<file path="src/rtl/core/css_pkg.sv">
// Package for the comment stripper: character codes, the queue depth, the count type and the result item type.
`default_nettype none
package css_pkg;

  localparam logic [7:0] CH_HASH   = 8'h23;
  localparam logic [7:0] CH_SEMI   = 8'h3B;
  localparam logic [7:0] CH_SLASH  = 8'h2F;
  localparam logic [7:0] CH_STAR   = 8'h2A;
  localparam logic [7:0] CH_SQUOTE = 8'h27;
  localparam logic [7:0] CH_DQUOTE = 8'h22;
  localparam logic [7:0] CH_NL     = 8'h0A;
  localparam logic [7:0] CH_NUL    = 8'h00;

  localparam int QUEUE_DEPTH = 3;

  typedef logic [1:0] qcount_t;

  typedef struct packed {
    logic [7:0] out_byte;
    logic       last_of_run;
  } result_t;

endpackage
`default_nettype wire

</file>
<file path="src/rtl/core/comment_stripper_stream.sv">
// Quote-aware comment stripper for a byte stream with line-end items.
//
// Input channel: in_valid/in_stall with in_byte and line_end. An item with
// line_end set is an end-of-line event and its in_byte is ignored. Output
// channel: out_valid/out_stall with out_byte and last_of_run; last_of_run
// marks the last result caused by one input item.
// Each byte is decided when the next item arrives (one-byte lookahead), so
// a character item yields its kept byte one item later; a line end yields
// the decided held byte, if kept, and then a newline.
// Results are registered into a three-entry output queue. One input item is
// taken per cycle while in_stall is low; a line end that yields two results
// puts both into the queue at once.
// in_stall is high when two or more results wait in the queue, so the
// input keeps moving while one result waits on a stalled receiver.
// Reset clears the held byte, all comment and quote flags and the queue.
// While out_stall is high the head result holds and the queue fills.
`default_nettype none
module comment_stripper_stream (
  input  wire logic       clk,
  input  wire logic       rst,
  input  wire logic       in_valid,
  output logic            in_stall,
  input  wire logic [7:0] in_byte,
  input  wire logic       line_end,
  output logic            out_valid,
  input  wire logic       out_stall,
  output logic [7:0]      out_byte,
  output logic            last_of_run
);

  logic [7:0] held_byte, held_byte_next;
  logic       held_valid, held_valid_next;
  logic       block_open, block_open_next;
  logic       single_quoted, single_quoted_next;
  logic       double_quoted, double_quoted_next;
  logic       rest_dropped, rest_dropped_next;

  css_pkg::result_t queue [css_pkg::QUEUE_DEPTH];
  css_pkg::result_t queue_next [css_pkg::QUEUE_DEPTH];
  css_pkg::qcount_t count, count_next, count_after;

  logic       accept, pop;
  logic [7:0] dec_nx;
  logic       dec_take, consumed, emit;
  logic       bo_d, sq_d, dq_d, rd_d;
  logic [1:0] n_res;
  css_pkg::result_t res0, res1;

  assign in_stall    = (count > 2'd1);
  assign accept      = in_valid && !in_stall;
  assign out_valid   = (count != 2'd0);
  assign pop         = out_valid && !out_stall;
  assign out_byte    = queue[0].out_byte;
  assign last_of_run = queue[0].last_of_run;

  // decide the held byte against its lookahead
  assign dec_nx   = line_end ? css_pkg::CH_NUL : in_byte;
  assign dec_take = held_valid && !rest_dropped;

  always_comb begin
    consumed = 1'b0;
    emit     = 1'b0;
    bo_d     = block_open;
    sq_d     = single_quoted;
    dq_d     = double_quoted;
    rd_d     = rest_dropped;
    priority if (block_open) begin
      if (held_byte == css_pkg::CH_STAR && dec_nx == css_pkg::CH_SLASH) begin
        bo_d     = 1'b0;
        consumed = 1'b1;
      end
    end else if (!single_quoted && !double_quoted && held_byte == css_pkg::CH_SLASH &&
                 dec_nx == css_pkg::CH_STAR) begin
      bo_d     = 1'b1;
      consumed = 1'b1;
    end else if (held_byte == css_pkg::CH_SQUOTE && !double_quoted) begin
      sq_d = !single_quoted;
      emit = 1'b1;
    end else if (held_byte == css_pkg::CH_DQUOTE && !single_quoted) begin
      dq_d = !double_quoted;
      emit = 1'b1;
    end else if ((held_byte == css_pkg::CH_HASH || held_byte == css_pkg::CH_SEMI) &&
                 !single_quoted && !double_quoted) begin
      rd_d = 1'b1;
    end else begin
      emit = 1'b1;
    end
  end

  always_comb begin
    held_byte_next     = held_byte;
    held_valid_next    = held_valid;
    block_open_next    = block_open;
    single_quoted_next = single_quoted;
    double_quoted_next = double_quoted;
    rest_dropped_next  = rest_dropped;
    n_res              = 2'd0;
    res0               = '{out_byte: css_pkg::CH_NL, last_of_run: 1'b1};
    res1               = '{out_byte: css_pkg::CH_NL, last_of_run: 1'b1};
    if (accept) begin
      priority if (line_end) begin
        if (dec_take) begin
          block_open_next = bo_d;
        end
        if (dec_take && emit) begin
          res0  = '{out_byte: held_byte, last_of_run: 1'b0};
          n_res = 2'd2;
        end else begin
          n_res = 2'd1;
        end
        held_byte_next     = '0;
        held_valid_next    = 1'b0;
        single_quoted_next = 1'b0;
        double_quoted_next = 1'b0;
        rest_dropped_next  = 1'b0;
      end else if (rest_dropped) begin
        // drop the item
      end else if (!held_valid) begin
        held_byte_next  = in_byte;
        held_valid_next = 1'b1;
      end else begin
        block_open_next    = bo_d;
        single_quoted_next = sq_d;
        double_quoted_next = dq_d;
        rest_dropped_next  = rd_d;
        if (consumed || rd_d) begin
          held_byte_next  = '0;
          held_valid_next = 1'b0;
        end else begin
          held_byte_next  = in_byte;
          held_valid_next = 1'b1;
        end
        if (emit) begin
          res0  = '{out_byte: held_byte, last_of_run: 1'b1};
          n_res = 2'd1;
        end
      end
    end
  end

  // advance the output queue, then append new results
  always_comb begin
    count_after = count - css_pkg::qcount_t'(pop);
    for (int i = 0; i < css_pkg::QUEUE_DEPTH; i++) begin
      queue_next[i] = queue[i];
    end
    if (pop) begin
      for (int i = 0; i < css_pkg::QUEUE_DEPTH - 1; i++) begin
        queue_next[i] = queue[i + 1];
      end
    end
    for (int i = 0; i < css_pkg::QUEUE_DEPTH; i++) begin
      if (n_res != 2'd0 && count_after == css_pkg::qcount_t'(i)) begin
        queue_next[i] = res0;
      end
      if (n_res == 2'd2 && count_after + 2'd1 == css_pkg::qcount_t'(i)) begin
        queue_next[i] = res1;
      end
    end
    count_next = count_after + n_res;
  end

  always_ff @(posedge clk) begin
    for (int i = 0; i < css_pkg::QUEUE_DEPTH; i++) begin
      queue[i] <= queue_next[i];
    end
    if (rst) begin
      count         <= '0;
      held_byte     <= '0;
      held_valid    <= 1'b0;
      block_open    <= 1'b0;
      single_quoted <= 1'b0;
      double_quoted <= 1'b0;
      rest_dropped  <= 1'b0;
    end else begin
      count         <= count_next;
      held_byte     <= held_byte_next;
      held_valid    <= held_valid_next;
      block_open    <= block_open_next;
      single_quoted <= single_quoted_next;
      double_quoted <= double_quoted_next;
      rest_dropped  <= rest_dropped_next;
    end
  end

endmodule
`default_nettype wire
</file>
<file path="config.mk">
export PLATFORM = sky130hd
export DESIGN_NAME = comment_stripper_stream
export DESIGN_NICKNAME = d
export VERILOG_FILES = /design/src/rtl/core/css_pkg.sv /design/src/rtl/core/comment_stripper_stream.sv
export SDC_FILE = /design/constraint.sdc
export NUM_CORES = 1
export LEC_CHECK = 0
export ABC_AREA = 1
export BUFFER_PORTS_ARGS = -buffer_cell sky130_fd_sc_hd__buf_2
export CORE_MARGIN = 2
export CORE_UTILIZATION = 30
export CTS_BUF_LIST = sky130_fd_sc_hd__clkbuf_4
export CTS_CLUSTER_SIZE = 14
export DETAILED_ROUTE_END_ITERATION = 10
export GPL_TIMING_DRIVEN = 0
export MAX_ROUTING_LAYER = met4
export PLACE_DENSITY = 0.55
export SETUP_SLACK_MARGIN = 0.2
export SYNTH_ARGS = -nofsm -noshare
export SYNTH_HDL_FRONTEND = slang
export SYNTH_SLANG_ARGS = --single-unit
</file>
<file path="constraint.sdc">
create_clock -name clk -period 2.1 [get_ports clk]
set_input_delay 0 -clock clk [delete_from_list [all_inputs] [get_ports clk]]
set_output_delay 0 -clock clk [all_outputs]
set_load 0.01 [all_outputs]
</file>
* After elaboration in Yosys (flattened, before gate mapping)
Memory sizes are Yosys's and may differ from the RTL's. Cells that the tools add are included.
Storage, ports and cells: register bits after elaboration 15, bits in writable memories 27, output and inout bits 11, logic and storage cells 129, memories kept 1
Cells by class: $add $sub $neg 3, $lt $le $gt $ge 1, equal/unequal tests 18, multiplexer cells 63, reduce and logical (&&, ||, !) cells 36
Memory list:
- queue | depth 3, width 9, read ports 3, clocked after Yosys merged registers in 0, wr ports 3, line comment_stripper_stream.sv:38 | css_pkg::result_t queue [css_pkg::QUEUE_DEPTH];
Operator list (number):
- two-way mux 9 bit | 12
- equality test 8 x 6 -> 1 bit, second input constant | 8
- two-way mux 1 bit | 42
- two-way mux 8 bit | 5
- logical AND 1 bit | 18
- two-way mux 18 bit | 1
- nonzero test 2 bit | 5
- inequality test 2 bit, second input constant | 4
- AND reduction 7 bit | 1
- equality test 2 bit, second input constant | 3
- two-way mux 2 bit | 3
- AND reduction 6 bit | 1
- zero test 1 bit | 5
- equality test 2 x 1 -> 1 bit, second input constant | 2
- zero test 2 bit | 2
- AND reduction 4 bit | 1
- adder 2 x 1 -> 2 bit, second input constant | 1
- adder 2 bit | 1
- > comparator 2 x 1 -> 1 bit, second input constant | 1
- logical OR 1 bit | 2
- inequality test 2 x 1 -> 1 bit, second input constant | 1
- AND reduction 2 bit | 1
- subtractor 2 x 1 -> 2 bit | 1

* Longest topological paths before layout
Gate-level depths: netlist of the first run.
depth in word-level cells 18, mapped depth 13

* Least setup slack after synthesis of the first run
OpenSTA, ideal clock, no wires.
path kind reg-to-reg, from reg count[1], to mem queue[0][11] (netlist name), library setup time 125 ps, arrival 1715 ps, data required time 1975 ps, setup slack 260 ps, cell stages (with the launch flop) 11, cell sequence dfxtp_1 nor2_1 nor2_2 ha_1 xnor2_2 inv_2 nor2_4 nand2_4 buf_8 o21ai_0 nand3_1
RTL lines:
- start: declaration | line comment_stripper_stream.sv:40 | css_pkg::qcount_t count, count_next, count_after;
- start signal: assignment | line comment_stripper_stream.sv:176 | count <= count_next;
- end: declaration | line comment_stripper_stream.sv:38

==> metrics.txt, run 1 <==
grt ovf=0; total power=3.260 mW; worst-skew pair later-pin latency=0.36 ns; max_slew headroom=63.71%; Layout area overhead=19.48%; sequential share of power=37.5%; fin nets=429; worst slew pin tran=0.5424 ns; share of the synthesized area in the top cell type=33.73%; Tmin final=1.796 ns; Seq/Total Area, Yosys=33.73%; grt met3 use=2.609%; setup_tns=0 ns; share of cells above drive strength 1=26.27%; Synth Register Bits=42; commonest cells after routing, fill and taps aside=nand2_1 (80), nor2_1 (69), inv_1 (42), dfxtp_1 (36); crit path launch=count[1]; Filler cells=890; R2R Path Start=count[1]; HPWL after DPL=4244 um; CP endpoint=queue[0][7]; Net Sw Power=1.344 mW; RSZ-0062 raised after global routing=no; Die X=95.15 um; crit start category=flop; max cap viols=0; Pleak=1.400 nW; worst reg2reg path depth=10; worst reg2reg endpoint=queue[0][7]; syn_nets=384; I/O Buffers=22; status=complete, no violations; die area=9054 um^2; post-synthesis cell count=369; first-pass GRT wire length=9708 um; Routed WL per cell=10.64 um; Rows=33; slowest CP cell=dfxtp_4; GRT Util Overall=13.84%; num ports=24; pin count of the biggest net entering global routing=14; CP cell instances=nor2_4 -> nor2_4 -> ha_2 -> inv_2 -> nor2_4 -> nand2_4 -> buf_6 -> nand2_1 -> nand2_1 -> o21a_1; H-tree levels=2; CTS sink cnt=42; Max Freq=0.5569 GHz; syn_area_per_cell=6.754 um^2; initial drt markers=117; skew final=0.009750 ns; via count=2279; total number of yosys warnings=0; fin crit share=85.51%; Die H=95.15 um; design area=2978 um^2; GPL Wtd Cong=0.7875; mapped cell area=2492 um^2; Comb pwr share=50.2%; GR Util met1=16.18%; Core ar.=8134 um^2; CP peak stage delay=0.40 ns; cell-internal power=1.915 mW; critical path fanouts, max=10; TritonCTS clock tree=built; Min-Delay Path Class=in2reg; Finished Core Util=36.61%; Worst R2R Setup Slack=0.30 ns; Avg Vias per Cell=4.383; ant diodes=0; critical path data required time=2.37 ns; post-synth top area cell=dfxtp_1; Worst-path clk slew=0.13 ns; Root Driver=clkbuf_4; crit path capture type=flop; post-synth cell types=33; clk buf depth=2; Final Slew Violations=0; PwrDens=1095 nW/um^2; vias in the first global route=2161; commonest non-fill, non-tap cell in the layout=nand2_1; area post-placement=2734 um^2; Clk pwr share=12.4%; busiest grt layer=met2; Final ANT Viol Nets=0; Num CTS Buffers=5; critical path class=reg2reg; CP most frequent cell=nor2_4; top cells by area, synth=dfxtp_1 (34%), nand2_1 (12%), nor2_1 (11%); Initial Util=30.64%; drt total wl=5535 um; setup violators final=0; met2 Usage GRT=24.47%; Peak VDD IR=0.3402 mV; drt first pass iters=4; Switching Fraction=41.24%; Final Hold Viols=0; Worst Path Arrival=2.06 ns; initial antenna violation count=0; detailed-route DRC error count=0
==> metal layers <==
| metal | vias to the layer above | share of wire (%) |
|---|---|---|
| met5 | - | 0 |
| li1 | 1223 | - |
| met2 | 37 | 49 |
| met1 | 1011 | 47 |
| met3 | 8 | 3.0 |
| met4 | 0 | 0.76 |
==> cells by family after synthesis <==
group | after synthesis | synth area share [%]
buffers and inverters | 69 | 12.95
AO/OA/AOI/OAI | 41 | 10.44
AND/OR/NAND/NOR | 214 | 41.21
flip-flops | 42 | 33.74
XOR/XNOR | 1 | 0.6528
adder cells (fa/ha/maj) | 2 | 1.004
==> power by group through the flow <==
stage                     logic (mW)  clock network (mW)  registers (mW)
after floorplan                 1.21                   0            1.21
after global placement          1.50                   0            1.22
after detailed placement        1.51                   0            1.23
after CTS                       1.62               0.419            1.22
after global routing            1.85               0.454            1.26
final                           1.63               0.403            1.22
==> worst max-delay path: cells and delay by family (launching register included) <==
kind | cells | cell delay (ns)
buffers and inverters | 2 | 0.22
adders and majority gates | 1 | 0.35
DFF | 1 | 0.40
AOI/OAI and AO/OA | 1 | 0.19
and+or+nand+nor | 6 | 0.56
==> through the flow <==
step	instances	worst slack, ns	hold slack, ns
5_1_grt	520	0.2071	0.1854
3_3_place_gp	496	-0.1333	0.2249
4_1_cts	517	0.2027	0.05245
3_5_place_dp	496	-0.1429	0.2244
6_report	520	0.3042	0.1098
2_1_floorplan	369	0.2600	0.06907
==> registers in the layout, indices dropped and copies added (netlist names) <==
name and cells:
queue 27, held_byte 8, count 2, block_open 1
double_quoted 1, held_valid 1, rest_dropped 1, single_quoted 1
==> Yosys cell counts <==
cell	count
a211oi_1	1
a21oi_1	14
buf_1	1
buf_4	8
buf_6	3
buf_8	1
clkbuf_1	2
clkinv_1	2
dfxtp_1	42
ha_1	2
inv_1	44
inv_2	8
nand2_1	81
nand2_2	11
nand2_4	5
nand3_1	23
nand3_2	1
nand3_4	2
nand3b_1	1
nand4_1	3
nand4_4	1
nor2_1	70
nor2_2	8
nor2_4	5
nor3_1	1
nor3_2	1
nor4_1	1
o211ai_2	3
o21a_1	6
o21ai_0	7
o21ai_1	6
o21ai_2	4
xnor2_2	1
==> worst min path at each step <==
stage	start	slack (ns)	endpoint	cells past startpoint
floorplan	rst	0.07	held_byte[0]	1
detailed placement	rst	0.22	held_byte[0]	2
global route	in_valid	0.19	rest_dropped	7
global placement	rst	0.22	held_byte[0]	2
CTS	out_stall	0.05	queue[0][0]	6
finish	in_valid	0.11	rest_dropped	7
==> area by class of cell <==
type	instances	area, um^2	area share, %
clock buffers	5	37.54	1.261
flip-flops and latches	42	853.3	28.66
inverters	54	202.7	6.807
well taps	105	131.4	4.412
multi-input cells	258	1361	45.71
repair buffers	38	255.2	8.571
plain buffers	15	120.1	4.034
clock inverters	3	16.27	0.5462
==> timing repair <==
action                     in CTS  in global routing
pin swaps                       3                  5
hold endpoints to repair       12                  0
gates resized for setup         6                 12
buffers inserted                3                  3
hold buffers                   10                  0
setup endpoints to repair      27                 28
Power figures use the tool's default switching activity.
==> run 2: changes to the inputs <==
Settings changed: ABC_AREA 1 to not set, PLACE_DENSITY 0.55 to 0.56.
==> run 2 against run 1 <==
Net effect: the flow now finishes with violations (setup timing); cell area rose by 4.4%; synthesized cell count shrank 32%; critical endpoint is now count[1]; combinational power rose by 8%; clock skew is 0.0043 ns higher; largest cell class unchanged; worst hold slack got worse by 0.084 ns.
==> metrics.txt, run 2 <==
status=finished, violations left; failing checks=setup timing; WP buf/inv=0 (-2); ant diodes=0 (unchanged); setup violators final=33 (+33); detailed-route DRC error count=0 (unchanged); Synth Register Bits=42 (unchanged); mapped cell area=2090 um^2 (-16%); skew final=0.01404 ns (+0.004292 ns); crit path capture type=flop; max FFs per register=27 (unchanged); commonest non-fill, non-tap cell in the layout=dfxtp_1; top cells by area, synth=dfxtp_1 (40%), nand2_1 (7.4%), nor2_1 (4.0%); Inst Count DP=351 (-29%); clk buf depth=2 (unchanged); fin crit share=115.3% (+30 points); worst slew pin tran=0.9192 ns (+0.3767 ns); met2 routed WL=2744 um (+1.3%); slowest CP cell=or4b_4; Routed WL per cell=14.55 um (+37%); design area=3109 um^2 (+4.4%); TritonCTS clock tree=built; ys flop type=dfxtp_1; critical path fanouts, max=4 (-6); die area=7648 um^2 (-16%); PwrDens=1054 nW/um^2 (-3.7%); initial drt markers=101 (-14%); H-tree levels=2 (unchanged); post-synthesis cell count=250 (-32%); async set-reset flop share out of synthesis=0% (unchanged); commonest cells after routing, fill and taps aside=dfxtp_1 (35), nand2_1 (34), buf_4 (31), buf_2 (21), nor2_1 (16); number of enable-type register cells in the synthesized netlist=0 (unchanged); Layout area overhead=48.80%; fin nets=334 (-22%); DR WL met3=201 um (+20%); via count=2053 (-9.9%); pre-CTS setup slack=-0.4828 ns (-0.3399 ns); I/O Buffers=21 (-4.5%); Max Freq=0.4131 GHz (-26%); initial antenna violation count=0 (unchanged); GPL Wtd Cong=0.8170 (+3.7%); critical path class=reg2reg; Reg with most FFs=queue; total number of yosys warnings=0 (unchanged); kind of cell adding the most delay to the critical path=simple AND/OR/NAND/NOR gates; Min-Delay Path Class=in2reg; share of cells above drive strength 1=42.81% (+17 points); Final Slew Violations=0 (unchanged); num ports=24 (unchanged); drt total wl=5821 um (+5.2%); most common cell in the netlist=dfxtp_1; post-synth top area cell=dfxtp_1; Root Driver=clkbuf_4; vias in the first global route=1944 (-10%); Num CTS Buffers=5 (unchanged); crit start category=flop; syn_area_per_cell=8.358 um^2 (+24%); CP cell instances=or4b_4 -> or3_4 -> o21ai_4 -> nor3_2 -> xnor2_1 -> nor2_1 -> ha_2 -> xnor2_2 -> xnor2_1 -> nor2_1; Final ANT Viol Nets=0 (unchanged); Worst Path Arrival=2.66 ns (+0.60 ns); syn_nets=265 (-31%); Rows=30 (-9.1%); CP peak stage delay=0.55 ns (+0.15 ns); Seq/Total Area, Yosys=40.24% (+6.5 points); Tmin final=2.421 ns (+0.6249 ns); Core ar.=6756 um^2 (-17%); worst-skew pair later-pin latency=0.36 ns (about the same); HPWL after DPL=3770 um (-11%); Die X=87.46 um (-8.1%); biggest regs=queue: 27 flops, held_byte: 8 flops, count: 2 flops; max_slew headroom=38.25% (-25 points); first-pass GRT wire length=9321 um (-4.0%); RSZ-0062 raised after global routing=yes; Pleak=1.228 nW (-12%); area post-placement=2462 um^2 (-9.9%); share of the synthesized area in the top cell type=40.24% (+6.5 points); Final Non-Filler Cells=400 (-23%); Worst Slack Setup Final=-0.3207 ns (-0.6249 ns); M1 WL=2810 um (+7.5%); Avg Vias per Cell=5.133 (+17%); Worst-path clk slew=0.12 ns (about the same); Final Hold Viols=0 (unchanged); Initial Util=30.93% (+0.28 points); critical path data required time=2.34 ns (-0.03 ns); drt first pass iters=4 (unchanged); max cap viols=0 (unchanged); GRT Util Overall=15.97% (+2.1 points); Peak VDD IR=0.3723 mV (+9.5%); Die H=87.46 um (-8.1%); post-synth cell types=45 (+36%); Top Metal Used=met4; pin count of the biggest net entering global routing=14 (unchanged); CTS sink cnt=42 (unchanged); top post-synthesis cells by count=dfxtp_1 (42), nand2_1 (41), nor2_1 (22); grt ovf=0 (unchanged)
## run 2: what timing repair did
item	CTS	global route
hold buffers	8	0
setup endpoints to repair	39	41
pin swaps	33	25
cloned	2	0
gates resized for setup	45	27
setup buffers	24	7
hold endpoints to repair	8	0
## run 2: layer usage
metal	vias up	global-route usage, %
met3	9	3.033
met5	-	-
li1	1041	-
met1	950	20.88
met4	0	4.336
met2	53	25.28
## run 2: final timing paths
path                                    from  depth (start not counted)           end  slack, ns
worst min-delay path                     rst                          2      count[1]       0.03
worst min register to register  queue[0][24]                          2  queue[0][24]       0.48
worst max register to register  held_byte[2]                         10      count[1]      -0.32
worst max-delay path            held_byte[2]                         10      count[1]      -0.32
## run 2: final cells by class
| type | count | area, um^2 |
|---|---|---|
| inverter | 5 | 21.27 |
| fill | 670 | 3647 |
| clock buffer | 5 | 37.54 |
| buffer | 18 | 155.1 |
| timing repair buffer | 62 | 478.0 |
| tap | 80 | 100.1 |
| clock inverter | 3 | 15.01 |
| sequential | 42 | 864.6 |
| multi-input combinational | 185 | 1438 |
## run 2: per-stage QoR
stage	hold WS [ns]	TNS, ns	power (mW)	util, %
global route	0.05026	-6.348	3.512	46.02
finish	0.02625	-3.289	3.278	46.02
global placement	0.2361	-8.198	2.310	36.44
detailed placement	0.2433	-8.457	2.318	36.44
floorplan	0.1391	-2.324	2.054	-
CTS	0.02846	-2.900	3.124	43.76
## run 2: kinds of logic after synthesis
group,synth area share [%]
mux,3.832
buf+inv,5.569
flops,40.24
compound gates,19.22
xor+xnor,2.515
fa+ha+maj,1.197
simple gates,27.43
## run 2: report_power, final
part,switching [mW],total (mW),internal (mW)
clock,0.284,0.410,0.126
combinational,0.865,1.76,0.898
sequential,0.120,1.11,0.985
==> run 3: changes to the inputs <==
Settings changed: CORE_ASPECT_RATIO set to 0.5, CORE_UTILIZATION 30 to 45, GPL_TIMING_DRIVEN 0 to not set, PLACE_DENSITY 0.56 to 0.73.
==> run 3 against run 2 <==
Net effect: the run ends with hold timing, setup timing left; die area fell by 32%; sequential share of layout area up 0.56 points; final cell count is 7.0% lower; total power decreased by 10%; register-to-register slack improved by 0.07 ns; worst hold slack got worse by 0.14 ns; critical path depth decreased by 5; global-route usage is 9.2 points higher; non-clock buffer count decreased by 5; highest routed layer unchanged.
==> metrics.txt, run 3 (synthesis gave the netlist of run 2 again) <==
total power=2.948 mW (-10%); worst-skew pair later-pin latency=0.37 ns (about the same); Worst Slack Setup Final=-0.2547 ns (+0.06597 ns); via count=2186 (+6.5%); tightest hold margin=-0.1133 ns (-0.1396 ns); share of cells above drive strength 1=43.49% (+0.68 points); crit path launch=held_byte[2]; Layout area overhead=43.11%; Final Non-Filler Cells=372 (-7.0%); Net Sw Power=1.201 mW (-5.4%); setup violators final=37 (+12%); fin crit share=112.1% (-3.1 points); met2 Usage GRT=40.04% (+15 points); Worst Path Arrival=2.67 ns (about the same); grt met3 use=6.667% (+3.6 points); I/O Buffers=23 (+9.5%); CTS sink cnt=42 (unchanged); max FFs per register=27 (unchanged); GR Util met1=32.12% (+11 points); biggest regs=queue: 27 flops, held_byte: 8 flops, count: 2 flops; RSZ-0062 raised after global routing=yes; clk buf depth=2 (unchanged); sequential share of power=37.2% (+3.5 points); Pleak=1.204 nW (-2.0%); CP endpoint=double_quoted; Rows=17 (-43%); ant diodes=0 (unchanged); grt ovf=0 (unchanged); die area=5238 um^2 (-32%); critical path data required time=2.42 ns (+0.08 ns); Avg Vias per Cell=5.876 (+14%); commonest cells after routing, fill and taps aside=dfxtp_1 (38), buf_4 (34), nand2_1 (30), buf_2 (23), nor2_1 (15); detailed-route DRC error count=0 (unchanged); Comb pwr share=48.5% (-5.3 points); first-pass GRT wire length=9673 um (+3.8%); worst slew pin tran=0.9514 ns (+0.03224 ns); worst reg2reg path depth=5 (-5); hold buffer count at CTS=8 (unchanged); fin nets=329 (-1.5%); commonest non-fill, non-tap cell in the layout=dfxtp_1; H-tree levels=2 (unchanged); setup_tns=-2.210 ns (+1.079 ns); Peak VDD IR=0.4539 mV (+22%); skew final=0.01348 ns (-0.0005630 ns); PwrDens=985.8 nW/um^2 (-6.5%); crit path capture type=flop; status=finished, violations left; Root Driver=clkbuf_4; crit start category=flop; HPWL after DPL=4153 um (+10%); Clk pwr share=14.3% (+1.8 points); TritonCTS clock tree=built; drt total wl=6395 um (+9.9%); max cap viols=0 (unchanged); Routed WL per cell=17.19 um (+18%); critical path fanouts, max=4 (unchanged); pin count of the biggest net entering global routing=20 (+6); GPL Wtd Cong=0.8358 (+2.3%); max_slew headroom=36.09% (-2.2 points); Switching Fraction=40.74% (+2.0 points); busiest grt layer=met2; failing checks=hold timing, setup timing; GRT Util Overall=25.13% (+9.2 points); vias in the first global route=1976 (+1.6%); Die H=52.19 um (-40%); Core ar.=4424 um^2 (-35%); R2R Path Start=held_byte[2]; Finished Core Util=67.59% (+22 points); Worst Hold Launch=rst; Final Hold Viols=6 (+6); Reg with most FFs=queue; Final Slew Violations=0 (unchanged); Max Freq=0.4247 GHz (+2.8%); initial antenna violation count=0 (unchanged); Final ANT Viol Nets=0 (unchanged); Initial Util=47.23% (+16 points); Tmin final=2.355 ns (-0.06597 ns); Inst Count DP=347 (-1.1%); cell-internal power=1.747 mW (-13%); drt first pass iters=6 (+2); Num CTS Buffers=5 (unchanged); num ports=24 (unchanged); initial drt markers=147 (+46%); Worst R2R Setup Slack=-0.25 ns (+0.07 ns); worst reg2reg endpoint=double_quoted; Min-Delay Path Class=in2reg; Worst-path clk slew=0.14 ns (+0.02 ns); critical path class=reg2reg; Die X=100.4 um (+15%)
## run 3: critical path: stages, from the launching register on
cell     delay (ns)
dfxtp_2        0.36
or4b_4         0.54
or4b_4         0.50
or4_4          0.43
or3_1          0.33
a21oi_2        0.13
## run 3: worst min-delay path by stage
stage                    end  cells after the start
3_5_place_dp    held_byte[3]                      2
5_1_grt        double_quoted                      2
4_1_cts        double_quoted                      2
2_1_floorplan   held_byte[5]                      1
3_3_place_gp    held_byte[4]                      2
6_report       double_quoted                      2
## run 3: area by class of cell
cell class	count	area [um^2]
clock buffer	5	37.54
clock inverter	3	21.27
fill	341	1434
inverter	5	18.77
multi-input combinational	185	1418
sequential	42	848.3
tap	57	71.32
timing repair buffer	75	575.6
## run 3: stage by stage
stage	hold slack (ns)	instance area, um^2	setup WS (ns)
detailed placement	0.2421	2586	-0.2592
finish	-0.1133	2990	-0.2547
floorplan	0.1391	2257	-0.2428
global route	-0.1132	2990	-0.3194
CTS	-0.1109	2860	-0.2388
global placement	0.2387	2586	-0.1983
## run 3: what timing repair did
action	CTS	global route
pin swaps	19	21
buffers inserted	5	3
endpoints found under the setup margin	39	42
gates cloned	1	0
resized for setup	28	26
hold endpoints to repair	14	6
## run 3: layer usage
layer | vias up | wire length (um)
li1 | 1026 | -
met1 | 1038 | 2827
met2 | 103 | 2933
met3 | 19 | 490
met4 | 0 | 144
met5 | - | 0
## run 3: power groups by stage
stage	Clock (mW)	Sequential, mW	Combinational (mW)
final	0.423	1.10	1.43
after global routing	0.454	1.11	1.55
after CTS	0.423	1.09	1.30
after detailed placement	0	1.10	1.21
after global placement	0	1.09	1.17
after floorplan	0	1.10	0.954
